<file path="config.mk">
export PLATFORM = sky130hd
export DESIGN_NAME = tick_prescaler_alarm_timer_unit
export DESIGN_NICKNAME = d
export VERILOG_FILES = /design/src/rtl/tpat_pkg.sv /design/src/rtl/tick_prescaler_alarm_timer_unit.sv /design/src/rtl/tpat_front.sv /design/src/rtl/tpat_queue.sv /design/src/rtl/tpat_back.sv
export SDC_FILE = /design/constraint.sdc
export NUM_CORES = 1
export LEC_CHECK = 0
export BUFFER_PORTS_ARGS = -buffer_cell sky130_fd_sc_hd__buf_2
export CORE_MARGIN = 5
export CORE_UTILIZATION = 45
export DETAILED_ROUTE_END_ITERATION = 12
export SLEW_MARGIN = 20
export SYNTH_ARGS = -nofsm -noshare
export SYNTH_HDL_FRONTEND = slang
export SYNTH_HIERARCHICAL = 1
export SYNTH_SLANG_ARGS = --single-unit
</file>
<file path="constraint.sdc">
create_clock -name clk -period 4.7 [get_ports clk]
set_input_delay 0.94 -clock clk [delete_from_list [all_inputs] [get_ports clk]]
set_output_delay 0.94 -clock clk [all_outputs]
set_load 0.03 [all_outputs]
</file>
<file path="src/rtl/tpat_pkg.sv">
`default_nettype none

package tpat_pkg;

    localparam logic [7:0] PRESCALE_LIMIT_RESET    = 8'd6;
    localparam logic [7:0] TICKS_PER_SECOND_RESET  = 8'd60;
    localparam int unsigned CLOCK_IRQ_BIT          = 6;
    localparam int unsigned SLOT_W                 = 4;
    localparam int unsigned SECONDS_W              = 16;
    localparam int unsigned COUNT_W                = 32;
    localparam int unsigned QUEUE_DEPTH            = 2;

    // register indexes on the configuration port
    localparam logic REG_PRESCALE_LIMIT   = 1'b0;
    localparam logic REG_TICKS_PER_SECOND = 1'b1;

    typedef enum logic [1:0] {
        KIND_DONE     = 2'd0,
        KIND_ALARM    = 2'd1,
        KIND_SPURIOUS = 2'd2,
        KIND_TICK     = 2'd3
    } kind_t;

    typedef enum logic [1:0] {
        OP_LOAD    = 2'd0,
        OP_NOTICK  = 2'd1,
        OP_SPUR    = 2'd2,
        OP_TICK    = 2'd3
    } op_t;

    typedef struct packed {
        op_t                   op;
        logic                  running;
        logic                  in_system;
        logic                  load_en;
        logic [SLOT_W-1:0]     slot;
        logic [SECONDS_W-1:0]  seconds;
    } entry_t;

    typedef enum logic [2:0] {
        ST_IDLE   = 3'b001,
        ST_WALK   = 3'b010,
        ST_FINISH = 3'b100
    } back_state_t;

endpackage

`default_nettype wire

</file>
<file path="src/rtl/tick_prescaler_alarm_timer_unit.sv">
`default_nettype none

// Channel   Handshake               Payload
// --------  ----------------------  ----------------------------------------------
// cmd       cmd_valid / cmd_ready   command, irq_status, proc_running, in_system,
//                                   alarm_slot, alarm_seconds
// res       res_valid / res_ready   kind, slot, total_ticks, user_ticks,
//                                   system_ticks, last
// apb       psel/penable/pready     paddr, pwrite, pwdata, prdata
//
// Loads, spurious and non-tick interrupts and ticks off a second boundary are each
// done in ST_IDLE. A tick on a second boundary walks the alarm table (at most 16
// slots) one slot per cycle through a single table port, pausing on output stalls.
// The front classifies and runs the prescaler; a 2-entry queue decouples it from
// the back, so transfers are taken while a result waits on res_ready, until full.
// Reset (rst_n, async) clears all counters, the alarm table and the queue.
module tick_prescaler_alarm_timer_unit
    import tpat_pkg::*;
#(
    parameter int unsigned ALARM_SLOTS = 16
) (
    input  wire logic                  clk,
    input  wire logic                  rst_n,
    // command channel
    input  wire logic                  cmd_valid,
    output logic                       cmd_ready,
    input  wire logic                  command,
    input  wire logic [7:0]            irq_status,
    input  wire logic                  proc_running,
    input  wire logic                  in_system,
    input  wire logic [SLOT_W-1:0]     alarm_slot,
    input  wire logic [SECONDS_W-1:0]  alarm_seconds,
    // result channel
    output logic                       res_valid,
    input  wire logic                  res_ready,
    output logic [1:0]                 kind,
    output logic [SLOT_W-1:0]          slot,
    output logic [COUNT_W-1:0]         total_ticks,
    output logic [COUNT_W-1:0]         user_ticks,
    output logic [COUNT_W-1:0]         system_ticks,
    output logic                       last,
    // configuration port
    input  wire logic                  psel,
    input  wire logic                  penable,
    input  wire logic                  pwrite,
    input  wire logic [2:0]            paddr,
    input  wire logic [31:0]           pwdata,
    output logic [31:0]                prdata,
    output logic                       pready
);

    // the slot field is 4 bits, so no more than 16 slots can be addressed
    localparam int unsigned TableDepth = (ALARM_SLOTS < (1 << SLOT_W)) ?
                                         ALARM_SLOTS : (1 << SLOT_W);

    logic [7:0]  prescale_limit_reg;
    logic [7:0]  tps_reg;
    logic        cfg_write;
    logic        q_full;
    logic        q_valid;
    logic        push;
    logic        pop;
    entry_t      push_entry;
    entry_t      head;

    assign pready    = 1'b1;
    assign cfg_write = psel && penable && pwrite && pready;

    always_ff @(posedge clk or negedge rst_n)
    begin
        if (!rst_n) begin
            prescale_limit_reg <= PRESCALE_LIMIT_RESET;
            tps_reg            <= TICKS_PER_SECOND_RESET;
        end else if (cfg_write) begin
            if (paddr[2] == REG_PRESCALE_LIMIT) begin
                prescale_limit_reg <= pwdata[7:0];
            end else begin
                tps_reg <= pwdata[7:0];
            end
        end
    end

    always_comb
    begin
        case (paddr[2])
            REG_PRESCALE_LIMIT:   prdata = {24'd0, prescale_limit_reg};
            REG_TICKS_PER_SECOND: prdata = {24'd0, tps_reg};
            default:              prdata = '0;
        endcase
    end

    // front: accept and classify, prescaler decides tick / no tick
    tpat_front #(
        .TABLE_DEPTH (TableDepth)
    ) u_front (
        .clk            (clk),
        .rst_n          (rst_n),
        .cmd_valid      (cmd_valid),
        .cmd_ready      (cmd_ready),
        .command        (command),
        .irq_status     (irq_status),
        .proc_running   (proc_running),
        .in_system      (in_system),
        .alarm_slot     (alarm_slot),
        .alarm_seconds  (alarm_seconds),
        .prescale_limit (prescale_limit_reg),
        .q_full         (q_full),
        .push           (push),
        .entry          (push_entry)
    );

    tpat_queue u_queue (
        .clk        (clk),
        .rst_n      (rst_n),
        .push       (push),
        .push_entry (push_entry),
        .full       (q_full),
        .pop        (pop),
        .q_valid    (q_valid),
        .head       (head)
    );

    // back: counters, seconds divider, alarm walk, result register
    tpat_back #(
        .TABLE_DEPTH (TableDepth)
    ) u_back (
        .clk              (clk),
        .rst_n            (rst_n),
        .q_valid          (q_valid),
        .head             (head),
        .pop              (pop),
        .ticks_per_second (tps_reg),
        .res_valid        (res_valid),
        .res_ready        (res_ready),
        .kind             (kind),
        .slot             (slot),
        .total_ticks      (total_ticks),
        .user_ticks       (user_ticks),
        .system_ticks     (system_ticks),
        .last             (last)
    );

endmodule

`default_nettype wire

</file>
<file path="src/rtl/tpat_front.sv">
`default_nettype none

module tpat_front
    import tpat_pkg::*;
#(
    parameter int unsigned TABLE_DEPTH = 16
) (
    input  wire logic                  clk,
    input  wire logic                  rst_n,
    input  wire logic                  cmd_valid,
    output logic                       cmd_ready,
    input  wire logic                  command,
    input  wire logic [7:0]            irq_status,
    input  wire logic                  proc_running,
    input  wire logic                  in_system,
    input  wire logic [SLOT_W-1:0]     alarm_slot,
    input  wire logic [SECONDS_W-1:0]  alarm_seconds,
    input  wire logic [7:0]            prescale_limit,
    input  wire logic                  q_full,
    output logic                       push,
    output entry_t                     entry
);

    logic [7:0] prescale_reg;
    logic [7:0] prescale_next;

    assign cmd_ready = !q_full;
    assign push      = cmd_valid && cmd_ready;

    always_comb
    begin
        prescale_next   = prescale_reg;
        entry.running   = proc_running;
        entry.in_system = in_system;
        entry.slot      = alarm_slot;
        entry.seconds   = alarm_seconds;
        entry.load_en   = ({1'b0, alarm_slot} < (SLOT_W + 1)'(TABLE_DEPTH));
        if (command) begin
            entry.op = OP_LOAD;
        end else if (!irq_status[CLOCK_IRQ_BIT]) begin
            entry.op = OP_SPUR;
        end else if (prescale_reg < prescale_limit) begin
            entry.op      = OP_NOTICK;
            prescale_next = prescale_reg + 8'd1;
        end else begin
            entry.op      = OP_TICK;
            prescale_next = 8'd0;
        end
    end

    always_ff @(posedge clk or negedge rst_n)
    begin
        if (!rst_n) begin
            prescale_reg <= 8'd0;
        end else if (push) begin
            prescale_reg <= prescale_next;
        end
    end

endmodule

`default_nettype wire

</file>
<file path="src/rtl/tpat_queue.sv">
`default_nettype none

module tpat_queue
    import tpat_pkg::*;
(
    input  wire logic    clk,
    input  wire logic    rst_n,
    input  wire logic    push,
    input  wire entry_t  push_entry,
    output logic         full,
    input  wire logic    pop,
    output logic         q_valid,
    output entry_t       head
);

    localparam int unsigned PtrW = (QUEUE_DEPTH > 1) ? $clog2(QUEUE_DEPTH) : 1;
    localparam int unsigned CntW = $clog2(QUEUE_DEPTH + 1);

    entry_t             slot_reg [QUEUE_DEPTH];
    logic [PtrW-1:0]    wr_ptr_reg;
    logic [PtrW-1:0]    rd_ptr_reg;
    logic [CntW-1:0]    count_reg;
    logic [PtrW-1:0]    wr_ptr_next;
    logic [PtrW-1:0]    rd_ptr_next;
    logic [CntW-1:0]    count_next;

    assign full    = (count_reg == CntW'(QUEUE_DEPTH));
    assign q_valid = (count_reg != '0);
    assign head    = slot_reg[rd_ptr_reg];

    always_comb
    begin
        wr_ptr_next = wr_ptr_reg;
        rd_ptr_next = rd_ptr_reg;
        count_next  = count_reg;
        if (push) begin
            wr_ptr_next = (wr_ptr_reg == PtrW'(QUEUE_DEPTH - 1)) ? '0 : wr_ptr_reg + 1'b1;
        end
        if (pop) begin
            rd_ptr_next = (rd_ptr_reg == PtrW'(QUEUE_DEPTH - 1)) ? '0 : rd_ptr_reg + 1'b1;
        end
        if (push && !pop) begin
            count_next = count_reg + 1'b1;
        end else if (pop && !push) begin
            count_next = count_reg - 1'b1;
        end
    end

    always_ff @(posedge clk or negedge rst_n)
    begin
        if (!rst_n) begin
            wr_ptr_reg <= '0;
            rd_ptr_reg <= '0;
            count_reg  <= '0;
        end else begin
            wr_ptr_reg <= wr_ptr_next;
            rd_ptr_reg <= rd_ptr_next;
            count_reg  <= count_next;
        end
    end

    always_ff @(posedge clk)
    begin
        if (push) begin
            slot_reg[wr_ptr_reg] <= push_entry;
        end
    end

endmodule

`default_nettype wire

</file>
<file path="src/rtl/tpat_back.sv">
`default_nettype none

module tpat_back
    import tpat_pkg::*;
#(
    parameter int unsigned TABLE_DEPTH = 16
) (
    input  wire logic                clk,
    input  wire logic                rst_n,
    input  wire logic                q_valid,
    input  wire entry_t              head,
    output logic                     pop,
    input  wire logic [7:0]          ticks_per_second,
    output logic                     res_valid,
    input  wire logic                res_ready,
    output logic [1:0]               kind,
    output logic [SLOT_W-1:0]        slot,
    output logic [COUNT_W-1:0]       total_ticks,
    output logic [COUNT_W-1:0]       user_ticks,
    output logic [COUNT_W-1:0]       system_ticks,
    output logic                     last
);

    localparam int unsigned IdxW = (TABLE_DEPTH > 1) ? $clog2(TABLE_DEPTH) : 1;

    back_state_t             state_reg, state_next;
    logic [IdxW-1:0]         idx_reg, idx_next;
    logic [7:0]              divider_reg, divider_next;
    logic [COUNT_W-1:0]      total_reg, total_next;
    logic [COUNT_W-1:0]      user_reg, user_next;
    logic [COUNT_W-1:0]      sys_reg, sys_next;
    logic                    res_valid_reg, res_valid_next;
    kind_t                   kind_reg, kind_next;
    logic [SLOT_W-1:0]       slot_reg, slot_next;
    logic                    last_reg, last_next;
    logic [SECONDS_W-1:0]    alarm_reg [TABLE_DEPTH];

    logic                    out_free;
    logic                    tbl_we;
    logic [IdxW-1:0]         tbl_addr;
    logic [SECONDS_W-1:0]    tbl_wdata;
    logic [SECONDS_W-1:0]    cur_alarm;
    logic [7:0]              divider_inc;

    // output register is free once empty or drained this cycle
    assign out_free    = !res_valid_reg || res_ready;
    assign cur_alarm   = alarm_reg[idx_reg];
    assign divider_inc = divider_reg + 8'd1;

    always_comb
    begin
        state_next     = state_reg;
        idx_next       = idx_reg;
        divider_next   = divider_reg;
        total_next     = total_reg;
        user_next      = user_reg;
        sys_next       = sys_reg;
        res_valid_next = res_valid_reg && !res_ready;
        kind_next      = kind_reg;
        slot_next      = slot_reg;
        last_next      = last_reg;
        pop            = 1'b0;
        tbl_we         = 1'b0;
        tbl_addr       = idx_reg;
        tbl_wdata      = cur_alarm - 1'b1;

        case (state_reg)
            ST_IDLE:
            begin
                if (q_valid && out_free) begin
                    pop            = 1'b1;
                    res_valid_next = 1'b1;
                    slot_next      = '0;
                    last_next      = 1'b1;
                    case (head.op)
                        OP_LOAD:
                        begin
                            tbl_we    = head.load_en;
                            tbl_addr  = head.slot[IdxW-1:0];
                            tbl_wdata = head.seconds;
                            kind_next = KIND_DONE;
                        end
                        OP_NOTICK:
                        begin
                            kind_next = KIND_DONE;
                        end
                        OP_SPUR:
                        begin
                            kind_next = KIND_SPURIOUS;
                        end
                        OP_TICK:
                        begin
                            total_next = total_reg + 1'b1;
                            if (head.running) begin
                                if (head.in_system) begin
                                    sys_next = sys_reg + 1'b1;
                                end else begin
                                    user_next = user_reg + 1'b1;
                                end
                            end
                            kind_next = KIND_TICK;
                            if (divider_inc == ticks_per_second) begin
                                // second boundary: walk the alarms, hold the entry
                                divider_next   = 8'd0;
                                idx_next       = '0;
                                state_next     = ST_WALK;
                                pop            = 1'b0;
                                res_valid_next = 1'b0;
                            end else begin
                                divider_next = divider_inc;
                            end
                        end
                        default:
                        begin
                            kind_next = KIND_DONE;
                        end
                    endcase
                end
            end
            ST_WALK:
            begin
                if (out_free) begin
                    if (cur_alarm != '0) begin
                        tbl_we = 1'b1;
                        if (cur_alarm == SECONDS_W'(1)) begin
                            res_valid_next = 1'b1;
                            kind_next      = KIND_ALARM;
                            slot_next      = SLOT_W'(idx_reg);
                            last_next      = 1'b0;
                        end
                    end
                    if (idx_reg == IdxW'(TABLE_DEPTH - 1)) begin
                        state_next = ST_FINISH;
                    end else begin
                        idx_next = idx_reg + 1'b1;
                    end
                end
            end
            ST_FINISH:
            begin
                if (out_free) begin
                    pop            = 1'b1;
                    res_valid_next = 1'b1;
                    kind_next      = KIND_TICK;
                    slot_next      = '0;
                    last_next      = 1'b1;
                    state_next     = ST_IDLE;
                end
            end
            default:
            begin
                state_next = ST_IDLE;
            end
        endcase
    end

    always_ff @(posedge clk or negedge rst_n)
    begin
        if (!rst_n) begin
            state_reg     <= ST_IDLE;
            idx_reg       <= '0;
            divider_reg   <= 8'd0;
            total_reg     <= '0;
            user_reg      <= '0;
            sys_reg       <= '0;
            res_valid_reg <= 1'b0;
            for (int i = 0; i < TABLE_DEPTH; i++) begin
                alarm_reg[i] <= '0;
            end
        end else begin
            state_reg     <= state_next;
            idx_reg       <= idx_next;
            divider_reg   <= divider_next;
            total_reg     <= total_next;
            user_reg      <= user_next;
            sys_reg       <= sys_next;
            res_valid_reg <= res_valid_next;
            if (tbl_we) begin
                alarm_reg[tbl_addr] <= tbl_wdata;
            end
        end
    end

    always_ff @(posedge clk)
    begin
        kind_reg <= kind_next;
        slot_reg <= slot_next;
        last_reg <= last_next;
    end

    // counters change only while no unread result is held, so they feed the port directly
    assign res_valid    = res_valid_reg;
    assign kind         = kind_reg;
    assign slot         = slot_reg;
    assign last         = last_reg;
    assign total_ticks  = total_reg;
    assign user_ticks   = user_reg;
    assign system_ticks = sys_reg;

endmodule

`default_nettype wire

</file>
Word-level counts from Yosys, hierarchy flattened
Memories as Yosys holds them, arrays and structs flattened.
Cells that the tools add are included.
W data, S select, Z words.
- multiplexer cells: 72
- reductions and logical operators: 30
- $add $sub $neg: 11
- equal/unequal tests: 19
- order comparisons: 4
- bitwise operators: 5
- operators by type and width (kind ; number):
    $bwmux W256 ; 1
    $add A32 B1 Y32 const B ; 3
    $mux W16 ; 6
    $bmux W16 S4 ; 1
    $demux W16 S4 ; 1
    $pmux W32 S2 ; 1
    $mux W4 ; 13
    $mux W1 ; 22
    $mux W2 ; 10
    $mux W3 ; 6
    $reduce_and A6 Y1 ; 3
    $add A8 B1 Y8 const B ; 2
    $eq A16 B1 Y1 const B ; 1
    $mux W8 ; 2
    $reduce_bool A16 Y1 ; 1
    $sub A16 B1 Y16 const B ; 1
    $ne A2 B1 Y1 const B ; 7
    $pmux W2 S3 ; 2
    $pmux W4 S3 ; 1
    $ge A5 B5 Y1 const B ; 2
    $not A4 Y5 ; 2
    $reduce_and A5 Y1 ; 2
    $pmux W3 S3 ; 1
    $eq A8 B8 Y1 ; 1
    other kinds (26) ; 49
- bits of input ports: 73
- bits in registers: 403
- memories kept: 1
- memory bits (writable): 48
- output and inout port bits: 138
- memories (memory ; depth ; width ; read ports ; clocked after memory_dff ; wr ports ; line ; source):
    u_queue.slot_reg ; 2 ; 24 ; 1 ; 0 ; 1 ; tpat_queue.sv:19 ; entry_t slot_reg [QUEUE_DEPTH];

Depth between registers and ports, before layout
- word-level depth: 11
- mapped depth: 18
- gate-level depth less buffers: 13

Modules after synthesis
The synthesis kept the hierarchy.
- modules (own cells, without submodules) (module ; cells an instance ; sequential area each (um2) ; area each (um2) ; instances):
    tpat_back ; 1379 ; 9420.3 ; 18116.1 ; 1
    tpat_queue ; 94 ; 1601.5 ; 2094.5 ; 1
    tick_prescaler_alarm_timer_unit ; 70 ; 407.9 ; 929.6 ; 1
    tpat_front ; 101 ; 200.2 ; 884.6 ; 1

Least setup slack after synthesis
No wires, ideal clock.
- path type: reg2reg
- start point: register u_back.idx_reg[1]
- end point: register u_back/alarm_reg[135] (netlist bit)
- buffers on the path: 6
- arrival time: 3.677 ns
- clock period less this slack: 3.802 ns
- required time: 4.575 ns
- stages on the path, launching flop included: 17
- setup slack: 0.898 ns
- path through: dfrtp_1 > buf_2 > buf_2 > buf_2 > buf_1 > mux4_2 > a22oi_1 > o21ai_0 > inv_1 > ha_1 > nand2_1 > nor3_2 > a21oi_1 > buf_6 > o211ai_2 > buf_4 > mux2_2
- word-level cells in the longest chain between the ends: 9
- elaborated cells on any way between the ends: 22
- RTL lines (item ; line ; source):
    from (decl) ; tpat_back.sv:27 ; logic [IdxW-1:0] idx_reg, idx_next;
    from (signal assigned) ; tpat_back.sv:172 ; idx_reg <= idx_next;
    $not A4 Y5 (not written as such) / $mux W4 (equally long branches) ; tpat_back.sv:47, tpat_back.sv:75 ;
    $bmux W16 S4 / $mux W4 (equally long branches) ; tpat_back.sv:47, tpat_back.sv:70 ;
    $mux W16 (not written as such) / $mux W4 (equally long branches) ; tpat_back.sv:47, tpat_back.sv:67 ;
    $mux W16 (not written as such) / $not A4 Y5 (equally long branches) ; tpat_back.sv:47, tpat_back.sv:179 ;
    $sub A16 B1 Y16, or another cell as far along ; tpat_back.sv:65 ; tbl_wdata = cur_alarm - 1'b1;
    $mux W16 / $logic_and A1 B1 Y1 (equally long branches) ; tpat_back.sv:75, tpat_back.sv:179 ;
    $mux W16, on equally long branches ; tpat_back.sv:70, tpat_back.sv:179 ;
    $mux W16 / $demux W16 S4 (equally long branches) ; tpat_back.sv:67, tpat_back.sv:179 ;
    $bwmux W256 ; tpat_back.sv:179 ; alarm_reg[tbl_addr] <= tbl_wdata;
    to (signal, indexed assignment) ; tpat_back.sv:179 ;
    to (decl) ; tpat_back.sv:36 ; logic [SECONDS_W-1:0] alarm_reg [TABLE_DEPTH];
Parallel ways exist; a longest one is shown, timed or not. The select of a mux whose other input is x is not followed.
A chain may end at the register's enable or synchronous reset.

Worst setup path after layout
- start point: register u_back.idx_reg[0]
- end point: register u_back/alarm_reg[227] (netlist bit)
The elaborated chain is that of the path after synthesis.

==> reports/results.txt <==
Outcome -> completed
Critical Path End Type -> flip-flop
1st-pass router iterations -> 4
Number of distinct standard cells referenced by the synthesized netlist -> 83
Global-route usage over all layers -> 19.3%
Fraction of registers with async set or reset after synthesis -> 87.4%
Detail Placement HPWL -> 35000 um
Final cell count without fillers -> 2469
Setup repair after global routing missed its margin -> false
Overflow after GRT -> 0
Placer's final routability congestion estimate -> 0.875
Effective utilization at floorplan -> 45.3%
Data required time of the critical path -> 5.16 ns
Post-detailed-route wirelength per cell -> 20.9 um
Post-CTS resize count -> 0
Number of setup violations in the final report -> 0
Number of clock sinks -> 453
Count of flip-flops with a built-in enable after synthesis -> 57
Switching share of power -> 33.5%
Number of synthesized register bits -> 453
Root Driver -> sky130_fd_sc_hd__clkbuf_16
Relative slew margins -> 34.8%
Worst vdd rail ir drop -> 433 uV
Number of fillers in the final layout -> 4195
Max Buffers Root-to-Sink -> 3
Average size of a mapped cell -> 13.4 um^2
Die W -> 231 um
Maximum fanout encountered on the critical timing path -> 24
Top Ports -> 211
Post-synthesis adder-cell area fraction -> 0.909%
Source of the critical timing path -> u_back/idx_reg[0]
Fraction of the mapped netlist area in simple logic gates -> 8.75%
Initial antenna violation count -> 0
Core footprint -> 48600 um^2
Share of synthesized area occupied by flip-flops and latches -> 52.8%
Vias after detailed routing -> 13500
Worst Hold Class -> input port to asynchronous set/reset pin
Fin area -> 25000 um^2
CP arrival -> 4.65 ns
Net total in the final layout -> 1896
Multiplexer area fraction after synthesis -> 23.8%
Number of antenna cells inserted -> 0
Via-per-instance ratio -> 5.49
Clock insertion delay at the later pin of the skew report -> 0.59 ns
Synthesized area -> 22000 um^2
Inserted Clock Buffers -> 48
Reg-to-reg slack, setup -> 0.51 ns
Proportion of power drawn by flip-flops and latches -> 40.5%
Main combinational cell family by area after synthesis -> multiplexers
Total count of hold-check failures in the final report -> 0
Minimum period implied by the final worst setup slack -> 4.19 ns
Total Routed Length -> 51500 um
Lkg Pwr -> 11.5 nW
Number of global-route vias before repair -> 14000
Startpoint types -> flip-flop
Area growth from synthesis to layout -> 13.6%
Hold Worst Slack -> 0.352 ns
Number of warnings printed during yosys synthesis -> 6
Crit share post-route -> 89.2%
End of the worst register-to-register path -> u_back/alarm_reg[227]
Fraction of synthesized cell area in xor and xnor cells -> 4.85%
Fraction of power consumed by combinational cells -> 29.8%
Die Ht -> 231 um
Number of DRC violations after detailed routing -> 0
Power per cell area -> 498 nW/um^2
Net load switching power -> 4.18 mW
Placed cells -> 2378
Clock power frac -> 29.7%
Pint -> 8.29 mW
Number of H-tree levels -> 2
Number of pins with negative max-slew slack in the final report -> 0
CTS tree -> done
Gate count of the mapped netlist -> 1644
Share of final-layout standard cells stronger than drive strength 1 -> 33.5%
CTS hold repair buffers -> 0
Pin count of the biggest net entering global routing -> 102
Start-to-end type of the worst setup path -> flip-flop to flip-flop
Count of input and output buffers -> 152
Synth Area in Compound Gates -> 4.56%
Number of DRC violations after detailed-routing iteration 0 -> 783
Std cell rows -> 81
Post-Place Cell Area -> 23500 um^2
Maximum achievable frequency -> 0.239 GHz
Global-route wire length before repair -> 81700 um
Number of cells traversed by the worst register-to-register path -> 10
Total negative slack for setup checks -> 0 ns
Fin Clk Skew -> 0.0228 ns
Post-layout total power -> 12.5 mW
Slew @ Worst Pin -> 0.972 ns
Maximum Capacitance Violations -> 0
Startpoint of the worst-slack reg-to-reg timing path -> u_back/idx_reg[0]
Final ANT Viol Nets -> 0
Max reg flops -> 256
Number of buffers added for setup after CTS -> 0
Die area -> 53500 um^2
Clock-pin slew reported for the worst setup and hold paths after clock tree synthesis -> 0.06 ns
Flip-flop cell with the highest count after synthesis -> sky130_fd_sc_hd__dfrtp_1
[synthesized netlist by cell type (5+ instances only)]
cell type	n	area, um^2
sky130_fd_sc_hd__a211oi_1	5	37.5
sky130_fd_sc_hd__a21o_1	5	37.5
sky130_fd_sc_hd__a21oi_1	15	75.1
sky130_fd_sc_hd__a221oi_1	9	78.8
sky130_fd_sc_hd__a22o_1	8	70.1
sky130_fd_sc_hd__a22oi_1	10	75.1
sky130_fd_sc_hd__and2_1	16	100
sky130_fd_sc_hd__and3_1	27	169
sky130_fd_sc_hd__buf_1	7	26.3
sky130_fd_sc_hd__buf_2	19	95.1
sky130_fd_sc_hd__buf_4	57	428
sky130_fd_sc_hd__buf_6	13	146
sky130_fd_sc_hd__clkbuf_1	37	139
sky130_fd_sc_hd__dfrtp_1	389	9730
sky130_fd_sc_hd__dfstp_2	7	184
sky130_fd_sc_hd__edfxtp_1	57	1710
sky130_fd_sc_hd__ha_1	16	200
sky130_fd_sc_hd__inv_1	17	63.8
sky130_fd_sc_hd__mux2_1	84	946
sky130_fd_sc_hd__mux2_2	164	1850
sky130_fd_sc_hd__mux2_4	59	886
sky130_fd_sc_hd__mux2i_1	28	280
sky130_fd_sc_hd__mux4_2	57	1280
sky130_fd_sc_hd__nand2_1	116	435
sky130_fd_sc_hd__nand2b_1	14	87.6
sky130_fd_sc_hd__nand3_1	40	200
sky130_fd_sc_hd__nand4_1	12	75.1
sky130_fd_sc_hd__nor2_1	70	263
sky130_fd_sc_hd__nor2b_1	14	87.6
sky130_fd_sc_hd__nor3_1	21	105
sky130_fd_sc_hd__nor4_1	8	50.1
sky130_fd_sc_hd__o211a_1	5	50.1
sky130_fd_sc_hd__o211ai_2	6	75.1
sky130_fd_sc_hd__o21ai_0	28	140
sky130_fd_sc_hd__or3_1	6	37.5
sky130_fd_sc_hd__xnor2_1	78	683
sky130_fd_sc_hd__xor2_1	44	385
[power by group through the flow]
stage | registers [mW] | logic [mW] | clock network, mW
global route | 5.13 | 4.07 | 3.97
CTS | 5.05 | 3.73 | 3.82
global placement | 5.09 | 3.64 | 0
floorplan | 5.11 | 2.60 | 0
detailed placement | 5.12 | 3.72 | 0
finish | 5.05 | 3.71 | 3.71
[worst max-delay path by stage]
stage,to,slack [ns],depth (start not counted)
final,u_back/alarm_reg[227],0.51,10
after global routing,u_back/alarm_reg[227],0.22,10
after CTS,u_back/alarm_reg[227],0.29,10
after detailed placement,u_back/alarm_reg[227],0.33,10
after global placement,u_back/alarm_reg[225],0.38,10
after floorplan,u_back/alarm_reg[135],0.90,16
[layout by cell type, fill, tap and decap left out, drive strengths merged, types with 16 or more instances in the layout]
master / count
dfrtp: 389
mux2: 307
buf: 225
nand2: 116
xnor2: 78
nor2: 71
clkbuf: 67
mux4: 57
edfxtp: 57
xor2: 44
nand3: 40
o21ai: 34
mux2i: 28
and3: 27
conb: 26
nor3: 23
clkinv: 20
inv: 18
a21oi: 17
and2: 16
ha: 16
[cell type report]
cell class | instances | area (um^2) | area share (%)
Sequential cell | 453 | 11600 | 46.5
Multi-Input combinational cell | 1061 | 9560 | 38.2
Timing Repair Buffer | 225 | 1440 | 5.77
Clock buffer | 67 | 1310 | 5.24
Tap cell | 622 | 778 | 3.11
Clock inverter | 23 | 230 | 0.920
Inverter | 18 | 67.6 | 0.270
[routing by layer]
layer | vias up | routed length, um | GRT usage (%)
met1 | 6990 | 23600 | 27.2
met4 | 0 | 1290 | 5.61
met5 | - | 0 | 0
met3 | 90 | 2020 | 2.82
met2 | 275 | 24600 | 31.3
li1 | 6189 | - | -
[logic make-up after synthesis]
family	Yosys count
AOI/OAI and AO/OA	133
muxes	392
xor gates and xnor gates	122
and+or+nand+nor	372
buffers and inverters	153
DFF	453
other	3
adders and majority gates	16
[critical path, stage by stage, from the launching register on]
cell	delay, ns
sky130_fd_sc_hd__dfrtp_4	0.68
sky130_fd_sc_hd__buf_12	0.28
sky130_fd_sc_hd__mux2i_1	0.11
sky130_fd_sc_hd__a221o_1	0.37
sky130_fd_sc_hd__a2bb2oi_1	0.17
sky130_fd_sc_hd__o21ai_1	0.56
sky130_fd_sc_hd__nor3_2	0.15
sky130_fd_sc_hd__a21oi_1	0.48
sky130_fd_sc_hd__o211a_1	0.56
sky130_fd_sc_hd__buf_4	0.31
sky130_fd_sc_hd__mux2_1	0.34
[stage by stage]
stage | setup WS [ns] | util [%]
floorplan | 0.898 | -
global placement | 0.385 | 48.2
detailed placement | 0.325 | 48.2
CTS | 0.285 | 51.4
global route | 0.217 | 51.4
finish | 0.509 | 51.4
Power figures use the tool's default switching activity.
